**config.mk**
```make
export PLATFORM = sky130hd
export DESIGN_NAME = proportional_text_layout_flat
export DESIGN_NICKNAME = d
export VERILOG_FILES = /design/src/design/plt_pkg.sv /design/src/design/plt_in_if.sv /design/src/design/plt_out_if.sv /design/src/design/proportional_text_layout.sv /design/src/design/plt_front.sv /design/src/design/plt_queue.sv /design/src/design/plt_back.sv /design/src/flat_wrapper.sv
export SDC_FILE = /design/constraint.sdc
export NUM_CORES = 2
export LEC_CHECK = 0
export ABC_AREA = 1
export BUFFER_PORTS_ARGS = -buffer_cell sky130_fd_sc_hd__buf_2
export CORE_MARGIN = 2
export CORE_UTILIZATION = 47
export DETAILED_ROUTE_END_ITERATION = 12
export SYNTH_ARGS = -nofsm -noshare
export SYNTH_HDL_FRONTEND = slang
export SYNTH_SLANG_ARGS = --single-unit
```
**constraint.sdc**
```tcl
create_clock -name i_clk -period 14.9 [get_ports i_clk]
set_clock_uncertainty 0.2 [all_clocks]
set_input_delay 2.235 -clock i_clk [delete_from_list [all_inputs] [get_ports i_clk]]
set_output_delay 2.235 -clock i_clk [all_outputs]
set_load 0.01 [all_outputs]
```
**src/design/plt_pkg.sv**
```systemverilog
// Shared types and constants of the proportional text layout block.
// Used by the front, queue and back modules and the top level.
// Depends on nothing.
package plt_pkg;

    // Width table geometry and glyph range.
    localparam int GLYPH_COUNT = 128;
    localparam int STORE_DEPTH = 128;
    localparam int STORE_AW    = $clog2(STORE_DEPTH);
    localparam int GLYPH_LIMIT = (GLYPH_COUNT < STORE_DEPTH) ? GLYPH_COUNT : STORE_DEPTH;

    // Queue between front and back.
    localparam int QDEPTH = 4;
    localparam int QAW    = $clog2(QDEPTH);

    // Configuration port.
    localparam int CFG_IDX_W  = 3;
    localparam int CFG_DATA_W = 16;

    typedef enum logic [CFG_IDX_W-1:0] {
        CFG_FIXED_WIDTH  = 3'd0,
        CFG_LINE_HEIGHT  = 3'd1,
        CFG_TAB_WIDTH    = 3'd2,
        CFG_PROPORTIONAL = 3'd3,
        CFG_ORIGIN_X     = 3'd4,
        CFG_ORIGIN_Y     = 3'd5
    } t_cfg_idx;

    // Character codes with a meaning of their own.
    localparam logic [7:0] CH_TAB     = 8'h09;
    localparam logic [7:0] CH_NEWLINE = 8'h0A;
    localparam logic [7:0] CH_BAR     = 8'h7C;
    localparam logic [7:0] CH_FLASH   = 8'h66;
    localparam logic [7:0] CH_ZERO    = 8'h30;
    localparam logic [7:0] GLYPH_BASE = 8'd32;
    localparam logic [3:0] WHITE_BANK = 4'd7;

    typedef enum logic [2:0] {
        K_WRITE,
        K_GLYPH,
        K_NEWLINE,
        K_TAB,
        K_BAR,
        K_ESC
    } t_kind;

    typedef struct packed {
        logic [7:0]  fixed_width;
        logic [7:0]  line_height;
        logic [10:0] tab_width;
        logic        proportional;
        logic [15:0] origin_x;
        logic [15:0] origin_y;
    } t_cfg;

    typedef struct packed {
        t_kind       kind;
        logic [7:0]  ch;
        logic [6:0]  idx;
        logic [7:0]  ew;
        logic        render;
        logic        phase;
        logic        last;
    } t_op;

    typedef struct packed {
        logic        empty;
        logic        full;
    } t_q_status;

    typedef struct packed {
        logic        visible;
        logic [7:0]  glyph_index;
        logic [15:0] pos_x;
        logic [15:0] pos_y;
        logic [3:0]  colour_index;
        logic [7:0]  advance;
        logic [15:0] total_width;
        logic        done_res;
        logic        range_error;
    } t_res;

endpackage

```
**src/design/plt_in_if.sv**
```systemverilog
// Input channel of the text layout block: valid/ready handshake with the item fields.
// Stand-alone; no package needed.
interface plt_in_if;
    logic       valid;
    logic       ready;
    logic       cmd;
    logic [7:0] char_code;
    logic [6:0] entry_index;
    logic [7:0] entry_width;
    logic       render;
    logic       flash_phase;
    logic       last;

    modport source (output valid, cmd, char_code, entry_index, entry_width, render,
                    flash_phase, last, input ready);
    modport sink   (input valid, cmd, char_code, entry_index, entry_width, render,
                    flash_phase, last, output ready);
endinterface

```
**src/design/plt_out_if.sv**
```systemverilog
// Result channel of the text layout block: valid/ready handshake with the result fields.
// Stand-alone; no package needed.
interface plt_out_if;
    logic        valid;
    logic        ready;
    logic        visible;
    logic [7:0]  glyph_index;
    logic [15:0] pos_x;
    logic [15:0] pos_y;
    logic [3:0]  colour_index;
    logic [7:0]  advance;
    logic [15:0] total_width;
    logic        done_res;
    logic        range_error;

    modport source (output valid, visible, glyph_index, pos_x, pos_y, colour_index, advance,
                    total_width, done_res, range_error, input ready);
    modport sink   (input valid, visible, glyph_index, pos_x, pos_y, colour_index, advance,
                    total_width, done_res, range_error, output ready);
endinterface

```
**src/design/proportional_text_layout.sv**
```systemverilog
// Top level of the proportional text layout block: configuration registers and assembly
// of front, queue and back. Depends on plt_pkg, plt_in_if, plt_out_if, plt_front,
// plt_queue and plt_back.
//
// Usage: character beats arrive on i_in (valid/ready). A beat with cmd set writes one
// width-table entry and gives no result; any other beat lays out one character and gives
// exactly one result beat on o_out. Registers are written through i_cfg_we / i_cfg_idx /
// i_cfg_wdata while the block is idle.
// Each character passes the queue and then the output register; a proportional glyph
// also passes the registered width-table read, and a tab waits for its next stop,
// which needs the cursor modulo the tab width from a bit-serial remainder unit that
// takes one restoring step per cursor bit.
// One beat per cycle for table writes, fixed-width glyphs, newlines and escapes while
// the receiver takes each result; the back end takes no new item while a proportional
// glyph waits on its width-table read or a tab on its modulo unit.
// A four-entry queue lets the front keep taking beats while the back end is busy.
// Reset (synchronous, active low) returns the registers to their defaults, empties the
// queue and restarts the string; the width table keeps its contents and must be written
// before a proportional glyph reads it. When the receiver stalls, the result stays in
// the output register and the back end, then the queue, then i_in.ready hold off.
module proportional_text_layout (
    input  logic                           i_clk,
    input  logic                           i_rst_n,
    plt_in_if.sink                         i_in,
    plt_out_if.source                      o_out,
    input  logic                           i_cfg_we,
    input  logic [plt_pkg::CFG_IDX_W-1:0]  i_cfg_idx,
    input  logic [plt_pkg::CFG_DATA_W-1:0] i_cfg_wdata
);
    import plt_pkg::*;

    t_cfg      r_cfg;
    t_op       push_op;
    t_op       head_op;
    t_q_status q_status;
    logic      push;
    logic      pop;

    // Configuration registers; writes beyond the list are ignored.
    always_ff @(posedge i_clk) begin
        if (!i_rst_n) begin
            r_cfg.fixed_width  <= 8'd8;
            r_cfg.line_height  <= 8'd8;
            r_cfg.tab_width    <= 11'd64;
            r_cfg.proportional <= 1'b0;
            r_cfg.origin_x     <= '0;
            r_cfg.origin_y     <= '0;
        end else if (i_cfg_we) begin
            unique case (i_cfg_idx)
                CFG_FIXED_WIDTH:  r_cfg.fixed_width  <= i_cfg_wdata[7:0];
                CFG_LINE_HEIGHT:  r_cfg.line_height  <= i_cfg_wdata[7:0];
                CFG_TAB_WIDTH:    r_cfg.tab_width    <= i_cfg_wdata[10:0];
                CFG_PROPORTIONAL: r_cfg.proportional <= i_cfg_wdata[0];
                CFG_ORIGIN_X:     r_cfg.origin_x     <= i_cfg_wdata;
                CFG_ORIGIN_Y:     r_cfg.origin_y     <= i_cfg_wdata;
                default: begin
                end
            endcase
        end
    end

    // The front classifies characters and keeps the escape state.
    plt_front u_front (
        .i_clk   (i_clk),
        .i_rst_n (i_rst_n),
        .i_in    (i_in),
        .i_qs    (q_status),
        .o_push  (push),
        .o_op    (push_op)
    );

    plt_queue u_queue (
        .i_clk   (i_clk),
        .i_rst_n (i_rst_n),
        .i_push  (push),
        .i_op    (push_op),
        .i_pop   (pop),
        .o_head  (head_op),
        .o_qs    (q_status)
    );

    // The back end owns the width table, the layout state and the result register.
    plt_back u_back (
        .i_clk   (i_clk),
        .i_rst_n (i_rst_n),
        .i_cfg   (r_cfg),
        .i_head  (head_op),
        .i_qs    (q_status),
        .o_pop   (pop),
        .o_out   (o_out)
    );

    // The queue can never report full and empty together.
    a_queue_sane: assert property (@(posedge i_clk) disable iff (!i_rst_n)
        !(q_status.full && q_status.empty))
        else $error("queue reports full and empty at once");

    // The back end never takes an item from an empty queue.
    a_no_underflow: assert property (@(posedge i_clk) disable iff (!i_rst_n)
        pop |-> !q_status.empty)
        else $error("pop from empty queue");

    // Only the final beat of a string carries a width.
    a_total_on_done: assert property (@(posedge i_clk) disable iff (!i_rst_n)
        (o_out.valid && !o_out.done_res) |-> (o_out.total_width == '0))
        else $error("total width reported before end of string");

    // A glyph with a range error never advances the cursor.
    a_range_adv: assert property (@(posedge i_clk) disable iff (!i_rst_n)
        (o_out.valid && o_out.range_error) |-> (o_out.advance == '0))
        else $error("range error with nonzero advance");

endmodule

```
**src/design/plt_front.sv**
```systemverilog
// Front end: accepts input beats, tracks the escape state and classifies each item.
// Depends on plt_pkg and plt_in_if.
module plt_front (
    input  logic               i_clk,
    input  logic               i_rst_n,
    plt_in_if.sink             i_in,
    input  plt_pkg::t_q_status i_qs,
    output logic               o_push,
    output plt_pkg::t_op       o_op
);
    import plt_pkg::*;

    logic r_esc;
    logic n_esc;

    assign i_in.ready = !i_qs.full;
    assign o_push     = i_in.valid && !i_qs.full;

    always_comb begin
        o_op.ch     = i_in.char_code;
        o_op.idx    = i_in.entry_index;
        o_op.ew     = i_in.entry_width;
        o_op.render = i_in.render;
        o_op.phase  = i_in.flash_phase;
        o_op.last   = i_in.last;
        n_esc       = r_esc;
        if (i_in.cmd) begin
            o_op.kind = K_WRITE;
        end else if (r_esc) begin
            o_op.kind = K_ESC;
            n_esc     = 1'b0;
        end else if (i_in.char_code == CH_NEWLINE) begin
            o_op.kind = K_NEWLINE;
        end else if (i_in.char_code == CH_TAB) begin
            o_op.kind = K_TAB;
        end else if (i_in.char_code == CH_BAR) begin
            o_op.kind = K_BAR;
            // A bar that ends the string starts no escape.
            n_esc     = !i_in.last;
        end else begin
            o_op.kind = K_GLYPH;
        end
        if (!i_in.cmd && i_in.last) begin
            n_esc = 1'b0;
        end
    end

    always_ff @(posedge i_clk) begin
        if (!i_rst_n) begin
            r_esc <= 1'b0;
        end else if (o_push) begin
            r_esc <= n_esc;
        end
    end

endmodule

```
**src/design/plt_queue.sv**
```systemverilog
// Short FIFO of classified items between the front and the back.
// Depends on plt_pkg.
module plt_queue (
    input  logic               i_clk,
    input  logic               i_rst_n,
    input  logic               i_push,
    input  plt_pkg::t_op       i_op,
    input  logic               i_pop,
    output plt_pkg::t_op       o_head,
    output plt_pkg::t_q_status o_qs
);
    import plt_pkg::*;

    t_op            r_mem [QDEPTH];
    logic [QAW-1:0] r_wr;
    logic [QAW-1:0] r_rd;
    logic [QAW:0]   r_count;

    assign o_head   = r_mem[r_rd];
    assign o_qs.empty = (r_count == '0);
    assign o_qs.full  = (r_count == (QAW+1)'(QDEPTH));

    always_ff @(posedge i_clk) begin
        if (i_push) begin
            r_mem[r_wr] <= i_op;
        end
    end

    always_ff @(posedge i_clk) begin
        if (!i_rst_n) begin
            r_wr    <= '0;
            r_rd    <= '0;
            r_count <= '0;
        end else begin
            if (i_push) begin
                r_wr <= r_wr + 1'b1;
            end
            if (i_pop) begin
                r_rd <= r_rd + 1'b1;
            end
            if (i_push && !i_pop) begin
                r_count <= r_count + 1'b1;
            end else if (i_pop && !i_push) begin
                r_count <= r_count - 1'b1;
            end
        end
    end

endmodule

```
**src/design/plt_back.sv**
```systemverilog
// Back end: width table memory, tab modulo unit, layout state and the result register.
// Depends on plt_pkg and plt_out_if.
module plt_back (
    input  logic               i_clk,
    input  logic               i_rst_n,
    input  plt_pkg::t_cfg      i_cfg,
    input  plt_pkg::t_op       i_head,
    input  plt_pkg::t_q_status i_qs,
    output logic               o_pop,
    plt_out_if.source          o_out
);
    import plt_pkg::*;

    typedef enum logic [1:0] {
        S_IDLE,
        S_READ,
        S_DIV,
        S_TAB
    } t_state;

    t_state      r_state;
    t_op         r_op;
    logic [7:0]  r_width_mem [STORE_DEPTH];
    logic [7:0]  r_mem_rd;
    logic [15:0] r_cursor;
    logic [15:0] r_widest;
    logic [15:0] r_line;
    logic [3:0]  r_colour;
    logic        r_flash;
    logic [15:0] r_divq;
    logic [10:0] r_rem;
    logic [3:0]  r_cnt;
    logic        r_out_valid;
    t_res        r_res;

    t_op         cur;
    logic [7:0]  glyph;
    logic        in_range;
    logic        wr_ok;
    logic        need_read;
    logic        need_div;
    logic        out_free;
    logic        finish;
    logic        mem_we;
    logic [17:0] tab_sum;
    logic [15:0] tab_cursor;
    logic [7:0]  adv;
    logic        rerr;
    logic [16:0] sum_x;
    logic [16:0] sum_y;
    logic [16:0] sum_c;
    logic [16:0] sum_l;
    logic [11:0] rem_sh;
    logic [15:0] fin_cursor;
    logic [15:0] fin_widest;
    logic [15:0] fin_line;
    logic [3:0]  fin_colour;
    logic        fin_flash;
    t_res        fin_res;

    assign out_free = !r_out_valid || o_out.ready;

    // Operand selection, range checks and the finishing arithmetic.
    always_comb begin
        cur       = (r_state == S_IDLE) ? i_head : r_op;
        glyph     = cur.ch - GLYPH_BASE;
        in_range  = ({1'b0, glyph} < 9'(GLYPH_LIMIT));
        wr_ok     = ({2'b00, cur.idx} < 9'(GLYPH_LIMIT));
        need_read = (cur.kind == K_GLYPH) && i_cfg.proportional && in_range;
        need_div  = (cur.kind == K_TAB) && (i_cfg.tab_width != '0);
        tab_sum   = 18'(r_cursor) + 18'(i_cfg.tab_width) - 18'(r_rem);
        if (r_state == S_TAB) begin
            tab_cursor = (|tab_sum[17:16]) ? 16'hFFFF : tab_sum[15:0];
        end else begin
            tab_cursor = r_cursor;
        end
        rerr = 1'b0;
        if (r_state == S_READ) begin
            adv = r_mem_rd;
        end else if (i_cfg.proportional) begin
            adv  = '0;
            rerr = !in_range;
        end else begin
            adv = i_cfg.fixed_width;
        end
        sum_x = 17'(i_cfg.origin_x) + 17'(r_cursor);
        sum_y = 17'(i_cfg.origin_y) + 17'(r_line);
        sum_c = 17'(r_cursor) + 17'(adv);
        sum_l = 17'(r_line) + 17'(i_cfg.line_height);

        fin_cursor = r_cursor;
        fin_widest = r_widest;
        fin_line   = r_line;
        fin_colour = r_colour;
        fin_flash  = r_flash;
        fin_res    = '0;
        unique case (cur.kind)
            K_ESC: begin
                if (cur.ch == CH_FLASH) begin
                    fin_flash = !r_flash;
                end else begin
                    fin_colour = 4'(cur.ch - CH_ZERO);
                end
            end
            K_NEWLINE: begin
                if (r_cursor > r_widest) begin
                    fin_widest = r_cursor;
                end
                fin_cursor = '0;
                fin_line   = sum_l[16] ? 16'hFFFF : sum_l[15:0];
            end
            K_TAB: begin
                fin_cursor = tab_cursor;
            end
            K_GLYPH: begin
                fin_res.glyph_index = glyph;
                fin_res.visible     = cur.render && (!r_flash || cur.phase);
                fin_res.pos_x       = sum_x[16] ? 16'hFFFF : sum_x[15:0];
                fin_res.pos_y       = sum_y[16] ? 16'hFFFF : sum_y[15:0];
                fin_res.advance     = adv;
                fin_res.range_error = rerr;
                fin_cursor          = sum_c[16] ? 16'hFFFF : sum_c[15:0];
            end
            default: begin
            end
        endcase
        fin_res.colour_index = fin_colour;
        fin_res.done_res     = cur.last;
        if (cur.last) begin
            fin_res.total_width = (fin_cursor > fin_widest) ? fin_cursor : fin_widest;
            fin_cursor = '0;
            fin_widest = '0;
            fin_line   = '0;
            fin_colour = WHITE_BANK;
            fin_flash  = 1'b0;
        end
    end

    // Sequencing: which head item leaves the queue and when a result is produced.
    always_comb begin
        o_pop  = 1'b0;
        finish = 1'b0;
        mem_we = 1'b0;
        unique case (r_state)
            S_IDLE: begin
                if (!i_qs.empty) begin
                    if (cur.kind == K_WRITE) begin
                        o_pop  = 1'b1;
                        mem_we = wr_ok;
                    end else if (need_read || need_div) begin
                        o_pop = 1'b1;
                    end else if (out_free) begin
                        o_pop  = 1'b1;
                        finish = 1'b1;
                    end
                end
            end
            S_READ, S_TAB: begin
                finish = out_free;
            end
            default: begin
            end
        endcase
    end

    assign rem_sh = {r_rem, r_divq[15]};

    // Width table; read data is registered.
    always_ff @(posedge i_clk) begin
        if (mem_we) begin
            r_width_mem[cur.idx[STORE_AW-1:0]] <= cur.ew;
        end
        if (o_pop && need_read) begin
            r_mem_rd <= r_width_mem[glyph[STORE_AW-1:0]];
        end
    end

    always_ff @(posedge i_clk) begin
        if (!i_rst_n) begin
            r_state     <= S_IDLE;
            r_cursor    <= '0;
            r_widest    <= '0;
            r_line      <= '0;
            r_colour    <= WHITE_BANK;
            r_flash     <= 1'b0;
            r_out_valid <= 1'b0;
        end else begin
            if (finish) begin
                r_cursor    <= fin_cursor;
                r_widest    <= fin_widest;
                r_line      <= fin_line;
                r_colour    <= fin_colour;
                r_flash     <= fin_flash;
                r_res       <= fin_res;
                r_out_valid <= 1'b1;
            end else if (o_out.ready) begin
                r_out_valid <= 1'b0;
            end
            unique case (r_state)
                S_IDLE: begin
                    if (o_pop && need_read) begin
                        r_op    <= i_head;
                        r_state <= S_READ;
                    end else if (o_pop && need_div) begin
                        r_op    <= i_head;
                        r_divq  <= r_cursor;
                        r_rem   <= '0;
                        r_cnt   <= '1;
                        r_state <= S_DIV;
                    end
                end
                S_READ, S_TAB: begin
                    if (finish) begin
                        r_state <= S_IDLE;
                    end
                end
                S_DIV: begin
                    // One restoring step of cursor modulo tab width per cycle.
                    if (rem_sh >= {1'b0, i_cfg.tab_width}) begin
                        r_rem <= 11'(rem_sh - {1'b0, i_cfg.tab_width});
                    end else begin
                        r_rem <= rem_sh[10:0];
                    end
                    r_divq <= {r_divq[14:0], 1'b0};
                    r_cnt  <= r_cnt - 1'b1;
                    if (r_cnt == '0) begin
                        r_state <= S_TAB;
                    end
                end
                default: begin
                    r_state <= S_IDLE;
                end
            endcase
        end
    end

    assign o_out.valid        = r_out_valid;
    assign o_out.visible      = r_res.visible;
    assign o_out.glyph_index  = r_res.glyph_index;
    assign o_out.pos_x        = r_res.pos_x;
    assign o_out.pos_y        = r_res.pos_y;
    assign o_out.colour_index = r_res.colour_index;
    assign o_out.advance      = r_res.advance;
    assign o_out.total_width  = r_res.total_width;
    assign o_out.done_res     = r_res.done_res;
    assign o_out.range_error  = r_res.range_error;

endmodule
```
**src/flat_wrapper.sv**
```systemverilog
// flat-port wrapper written by rule: the top's interface ports become plain ports
module proportional_text_layout_flat import plt_pkg::*;
  (i_clk, i_rst_n, i_cfg_we, i_cfg_idx, i_cfg_wdata, i_in_valid, i_in_cmd, i_in_char_code, i_in_entry_index, i_in_entry_width, i_in_render, i_in_flash_phase, i_in_last, i_in_ready, o_out_valid, o_out_visible, o_out_glyph_index, o_out_pos_x, o_out_pos_y, o_out_colour_index, o_out_advance, o_out_total_width, o_out_done_res, o_out_range_error, o_out_ready);
  plt_in_if i_in_i ();
  plt_out_if o_out_i ();
  input  logic i_clk;
  input  logic i_rst_n;
  input  logic i_cfg_we;
  input  logic [plt_pkg::CFG_IDX_W-1:0] i_cfg_idx;
  input  logic [plt_pkg::CFG_DATA_W-1:0] i_cfg_wdata;
  input wire logic [$bits(i_in_i.valid)-1:0] i_in_valid;
  input wire logic [$bits(i_in_i.cmd)-1:0] i_in_cmd;
  input wire logic [$bits(i_in_i.char_code)-1:0] i_in_char_code;
  input wire logic [$bits(i_in_i.entry_index)-1:0] i_in_entry_index;
  input wire logic [$bits(i_in_i.entry_width)-1:0] i_in_entry_width;
  input wire logic [$bits(i_in_i.render)-1:0] i_in_render;
  input wire logic [$bits(i_in_i.flash_phase)-1:0] i_in_flash_phase;
  input wire logic [$bits(i_in_i.last)-1:0] i_in_last;
  output wire logic [$bits(i_in_i.ready)-1:0] i_in_ready;
  output wire logic [$bits(o_out_i.valid)-1:0] o_out_valid;
  output wire logic [$bits(o_out_i.visible)-1:0] o_out_visible;
  output wire logic [$bits(o_out_i.glyph_index)-1:0] o_out_glyph_index;
  output wire logic [$bits(o_out_i.pos_x)-1:0] o_out_pos_x;
  output wire logic [$bits(o_out_i.pos_y)-1:0] o_out_pos_y;
  output wire logic [$bits(o_out_i.colour_index)-1:0] o_out_colour_index;
  output wire logic [$bits(o_out_i.advance)-1:0] o_out_advance;
  output wire logic [$bits(o_out_i.total_width)-1:0] o_out_total_width;
  output wire logic [$bits(o_out_i.done_res)-1:0] o_out_done_res;
  output wire logic [$bits(o_out_i.range_error)-1:0] o_out_range_error;
  input wire logic [$bits(o_out_i.ready)-1:0] o_out_ready;
  assign i_in_i.valid = i_in_valid;
  assign i_in_i.cmd = i_in_cmd;
  assign i_in_i.char_code = i_in_char_code;
  assign i_in_i.entry_index = i_in_entry_index;
  assign i_in_i.entry_width = i_in_entry_width;
  assign i_in_i.render = i_in_render;
  assign i_in_i.flash_phase = i_in_flash_phase;
  assign i_in_i.last = i_in_last;
  assign i_in_ready = i_in_i.ready;
  assign o_out_valid = o_out_i.valid;
  assign o_out_visible = o_out_i.visible;
  assign o_out_glyph_index = o_out_i.glyph_index;
  assign o_out_pos_x = o_out_i.pos_x;
  assign o_out_pos_y = o_out_i.pos_y;
  assign o_out_colour_index = o_out_i.colour_index;
  assign o_out_advance = o_out_i.advance;
  assign o_out_total_width = o_out_i.total_width;
  assign o_out_done_res = o_out_i.done_res;
  assign o_out_range_error = o_out_i.range_error;
  assign o_out_i.ready = o_out_ready;
  proportional_text_layout u_core (.i_clk(i_clk), .i_rst_n(i_rst_n), .i_in(i_in_i), .o_out(o_out_i), .i_cfg_we(i_cfg_we), .i_cfg_idx(i_cfg_idx), .i_cfg_wdata(i_cfg_wdata));
endmodule
```
==> key figures <==
Synth
  – Post-synth ARST share: 0%
  – Post-synth EDFFs: 1279
  – Area leader, netlist: edfxtp_1
  – XOR/XNOR share of the synthesized area: 0.547%
  – Cells after synthesis: 7064
  – Syn_area_per_cell: 9.52 um2
  – Top post-synthesis cells by area: edfxtp_1 (57%), nand2_1 (10%), nand3_1 (6.7%), inv_1 (6.1%), dfxtp_1 (3.8%)
  – Synth Register Bits: 1405
  – Compound-Gate Fraction of Synth Area: 4.42%
  – Register area share after synthesis: 60.9%
  – Unique cell type count in the Yosys netlist: 54
  – Yosys top cell area share: 57.1%
  – Largest family of logic cells by synthesized area: simple AND/OR/NAND/NOR gates
  – Synth Area in Simple Gates: 22.6%
  – Syn Nets: 7252
  – Ys Warns: 0
  – Mux cell area share after synthesis: 0%
  – Synth Flop Type: edfxtp_1
  – Post-Synth Adder-Cell Area: 2.74%
  – Area of the mapped netlist: 67300 um2

Placed design
  – Placed cell count: 8799
  – DPL Wire Length: 109 mm
  – I/O Buffers: 123
  – GPL Wtd Cong: 0.881
  – DP Worst Slack: 9.10 ns

Timing
  – Minimum clock period: 5.98 ns
  – RSZ-0062 raised after global routing: no
  – Hold Vio Cnt, Final: 0
  – Max_slew headroom: 22.9%
  – Worst slew pin tran: 1.16 ns
  – Final Cycle Share: 40.1%
  – Final setup vio count: 0
  – Worst setup margin: 8.92 ns
  – Setup TNS: 0 ns
  – Pins Over Slew Limit: 0
  – Achievable frequency: 167 MHz

Run
  – # Max-Cap Violations: 0

Route
  – # DRC: 0
  – Met2 Wirelength: 84.0 mm
  – Met3 Routed Length: 12.2 mm
  – Metal-1 WL: 82.4 mm
  – Initial DRC Count: 4759
  – Total number of vias: 48000
  – Vias per inst: 5.29
  – WL/cell: 20.2 um
  – Routed Antenna Nets: 0
  – Drt pass-1 iters: 6
  – DR top layer: met5
  – WL final: 184 mm

Critical path
  – Slowest cell on the critical path: inv_1
  – Family with the most delay on the worst path: simple AND/OR/NAND/NOR gates
  – Worst reg2reg path depth: 28
  – Worst Path Buf+Inv: 7
  – Most repeated library cell on the critical path: inv_1
  – Worst Path Max Fanout: 31
  – Critical path endpoint category: register
  – CP arrival: 6.33 ns
  – Critical Path RT: 15.25 ns
  – Crit path launch type: register
  – Crit. path cell count: 28
  – Critical path class: register to register
  – Slowest cell delay on critical path: 0.67 ns

Floorplan
  – Die area: 146000 um2
  – Total I/O pin count: 124
  – # rows: 138
  – Die Span X: 382 um
  – Chip Height: 382 um
  – Starting Density: 47.4%
  – Core area: 142000 um2

Clock tree
  – Post-cts sizing count: 0
  – CTS clock-pin slew for the worst setup and hold paths: 0.06 ns
  – CTS tree: done
  – TritonCTS Sinks: 1405
  – # hold bufs at CTS: 0
  – CTS Root Cell: clkbuf_16
  – CTS Buffer Depth: 3
  – Post-CTS Setup Bufs: 0
  – CTS Buf Count: 153
  – H-tree levels: 4
  – Clock Latency Late Sink: 0.79 ns

Global route
  – Total Routing Usage GR: 24.9%
  – Largest net degree at the start of global routing: 195
  – Number of global-route vias before repair: 45400
  – First-pass GRT wire length: 278 mm
  – Initial antenna violation count: 5
  – Overflow after GRT: 0

Power
  – Switching share of total power: 46.5%
  – LEAKAGE: 30.9 nW
  – Reported net switching power: 8.30 mW
  – Pint: 9.53 mW
  – PwrDens: 241 nW/um2
  – Reg power frac: 31.0%
  – Peak supply drop: 0.319 mV
  – Clock share of power: 20.4%
  – Combinational power share: 48.6%

Final layout
  – Area grow syn2layout: 9.90%
  – Fraction of layout cells with a size suffix above 1: 7.33%
  – Layout Nets: 7252
  – Filler cells: 12800
  – Final Non-Filler Cells: 9077

Min path
  – HP Class: register to register
  – Worst hold path depth: 2

Status
  – Status: complete, no violations
worst reg2reg max path, delay by kind of cell (launching register included):
| family | cells | cell delay, ns |
|---|---|---|
| compound gates | 5 | 0.77 |
| fa+ha+maj | 3 | 0.72 |
| buf+inv | 7 | 1.34 |
| flops | 1 | 0.44 |
| simple gates | 13 | 2.27 |
synthesized netlist by cell type (all sizes together) (5+ instances only):
cell	instances
o21ai	263
xor2	24
nand3b	149
nand4	22
o21a	5
edfxtp	1279
ha	120
clkbuf	75
nand3	905
clkinv	8
inv	1107
a21oi	223
nor3	20
a31oi	22
or2	23
nor2	433
dfxtp	126
a211oi	5
fa	17
buf	259
o22ai	10
nor4	10
xnor2	18
nand2	1915
sequential cells by signal, indices dropped and copies added, names as in the netlist, 3 cells and up, named ones only:
| name | cells |
|---|---|
| u_core.u_back.r_cnt | 4 |
| u_core.u_back.o_out.glyph_index | 8 |
| u_core.u_back.r_op | 29 |
| u_core.u_queue.r_mem | 116 |
| u_core.u_back.o_out.total_width | 16 |
| u_core.u_back.r_widest | 16 |
| u_core.u_back.r_rem | 11 |
| u_core.u_back.o_out.pos_x | 16 |
| u_core.u_back.r_colour | 4 |
| u_core.u_back.r_width_mem | 1024 |
| u_core.u_back.o_out.colour_index | 4 |
| u_core.r_cfg | 60 |
| u_core.u_back.r_cursor | 16 |
| u_core.u_back.o_out.pos_y | 16 |
| u_core.u_back.r_line | 16 |
| u_core.u_queue.r_count | 3 |
| u_core.u_back.o_out.advance | 8 |
| u_core.u_back.r_divq | 16 |
| u_core.u_back.r_mem_rd | 8 |
final timing paths:
check	startpoint	slack (ns)	endpoint
setup / recovery	u_core.u_back.r_state[0]	8.92	u_core.u_back.o_out.total_width[15]
hold / removal	u_core.u_back.r_flash	0.27	u_core.u_back.r_flash
setup reg to reg	u_core.u_back.r_state[0]	8.92	u_core.u_back.o_out.total_width[15]
hold reg to reg	u_core.u_back.r_flash	0.27	u_core.u_back.r_flash
cell usage in the layout (no fill, tap or decap), drive strengths merged, types with 23 or more instances in the layout:
cell | netlist | layout
a21oi | 223 | 223
or2 | 23 | 23
xor2 | 24 | 24
ha | 120 | 120
o21ai | 263 | 263
buf | 259 | 179
dfxtp | 126 | 126
nand3b | 149 | 149
nand3 | 905 | 905
clkinv | 8 | 70
nand2 | 1915 | 1915
edfxtp | 1279 | 1279
clkbuf | 75 | 204
inv | 1107 | 1109
nor2 | 433 | 433
per-stage QoR:
step,power (mW),hold slack [ns],util (%),cell area (um2)
3_3_place_gp,14.1,0.253,48.8,69100
5_1_grt,18.9,0.299,52.1,73900
4_1_cts,17.8,0.270,52.1,73900
2_1_floorplan,11.4,0.230,-,67300
3_5_place_dp,14.2,0.257,48.8,69100
6_report,17.8,0.269,52.1,73900
power by group through the flow:
stage | clock, mW | sequential [mW] | combinational (mW)
global placement | 0 | 5.60 | 8.54
detailed placement | 0 | 5.60 | 8.60
floorplan | 0 | 5.71 | 5.65
finish | 3.64 | 5.52 | 8.66
global route | 3.84 | 5.54 | 9.49
CTS | 3.69 | 5.52 | 8.62
cell type report:
| type | count | area, um2 | share of cell area, % |
|---|---|---|---|
| Multi-Input combinational cell | 4210 | 20600 | 27.8 |
| Tap cell | 1890 | 2360 | 3.20 |
| Timing Repair Buffer | 179 | 1100 | 1.49 |
| Inverter | 1115 | 4190 | 5.67 |
| Clock inverter | 73 | 609 | 0.824 |
| Clock buffer | 204 | 4150 | 5.61 |
| Sequential cell | 1405 | 40900 | 55.4 |
| Antenna cell | 1 | 2.50 | 0.00339 |
layer usage:
metal  track usage, %  vias to the layer above
met4             7.59                        8
met1             35.5                    23000
li1                 -                    23100
met3             3.76                      281
met5                0                        -
met2             39.2                     1590
logic make-up (layout without fill, tap and decap cells):
| kind of cell | Yosys count | count (layout) |
|---|---|---|
| AOI/OAI and AO/OA | 548 | 548 |
| and+or+nand+nor | 3483 | 3483 |
| buffers and inverters | 1449 | 1571 |
| adders and majority gates | 137 | 137 |
| other | 0 | 1 |
| xor gates and xnor gates | 42 | 42 |
| DFF | 1405 | 1405 |
(Power assumes the default switching activity.)
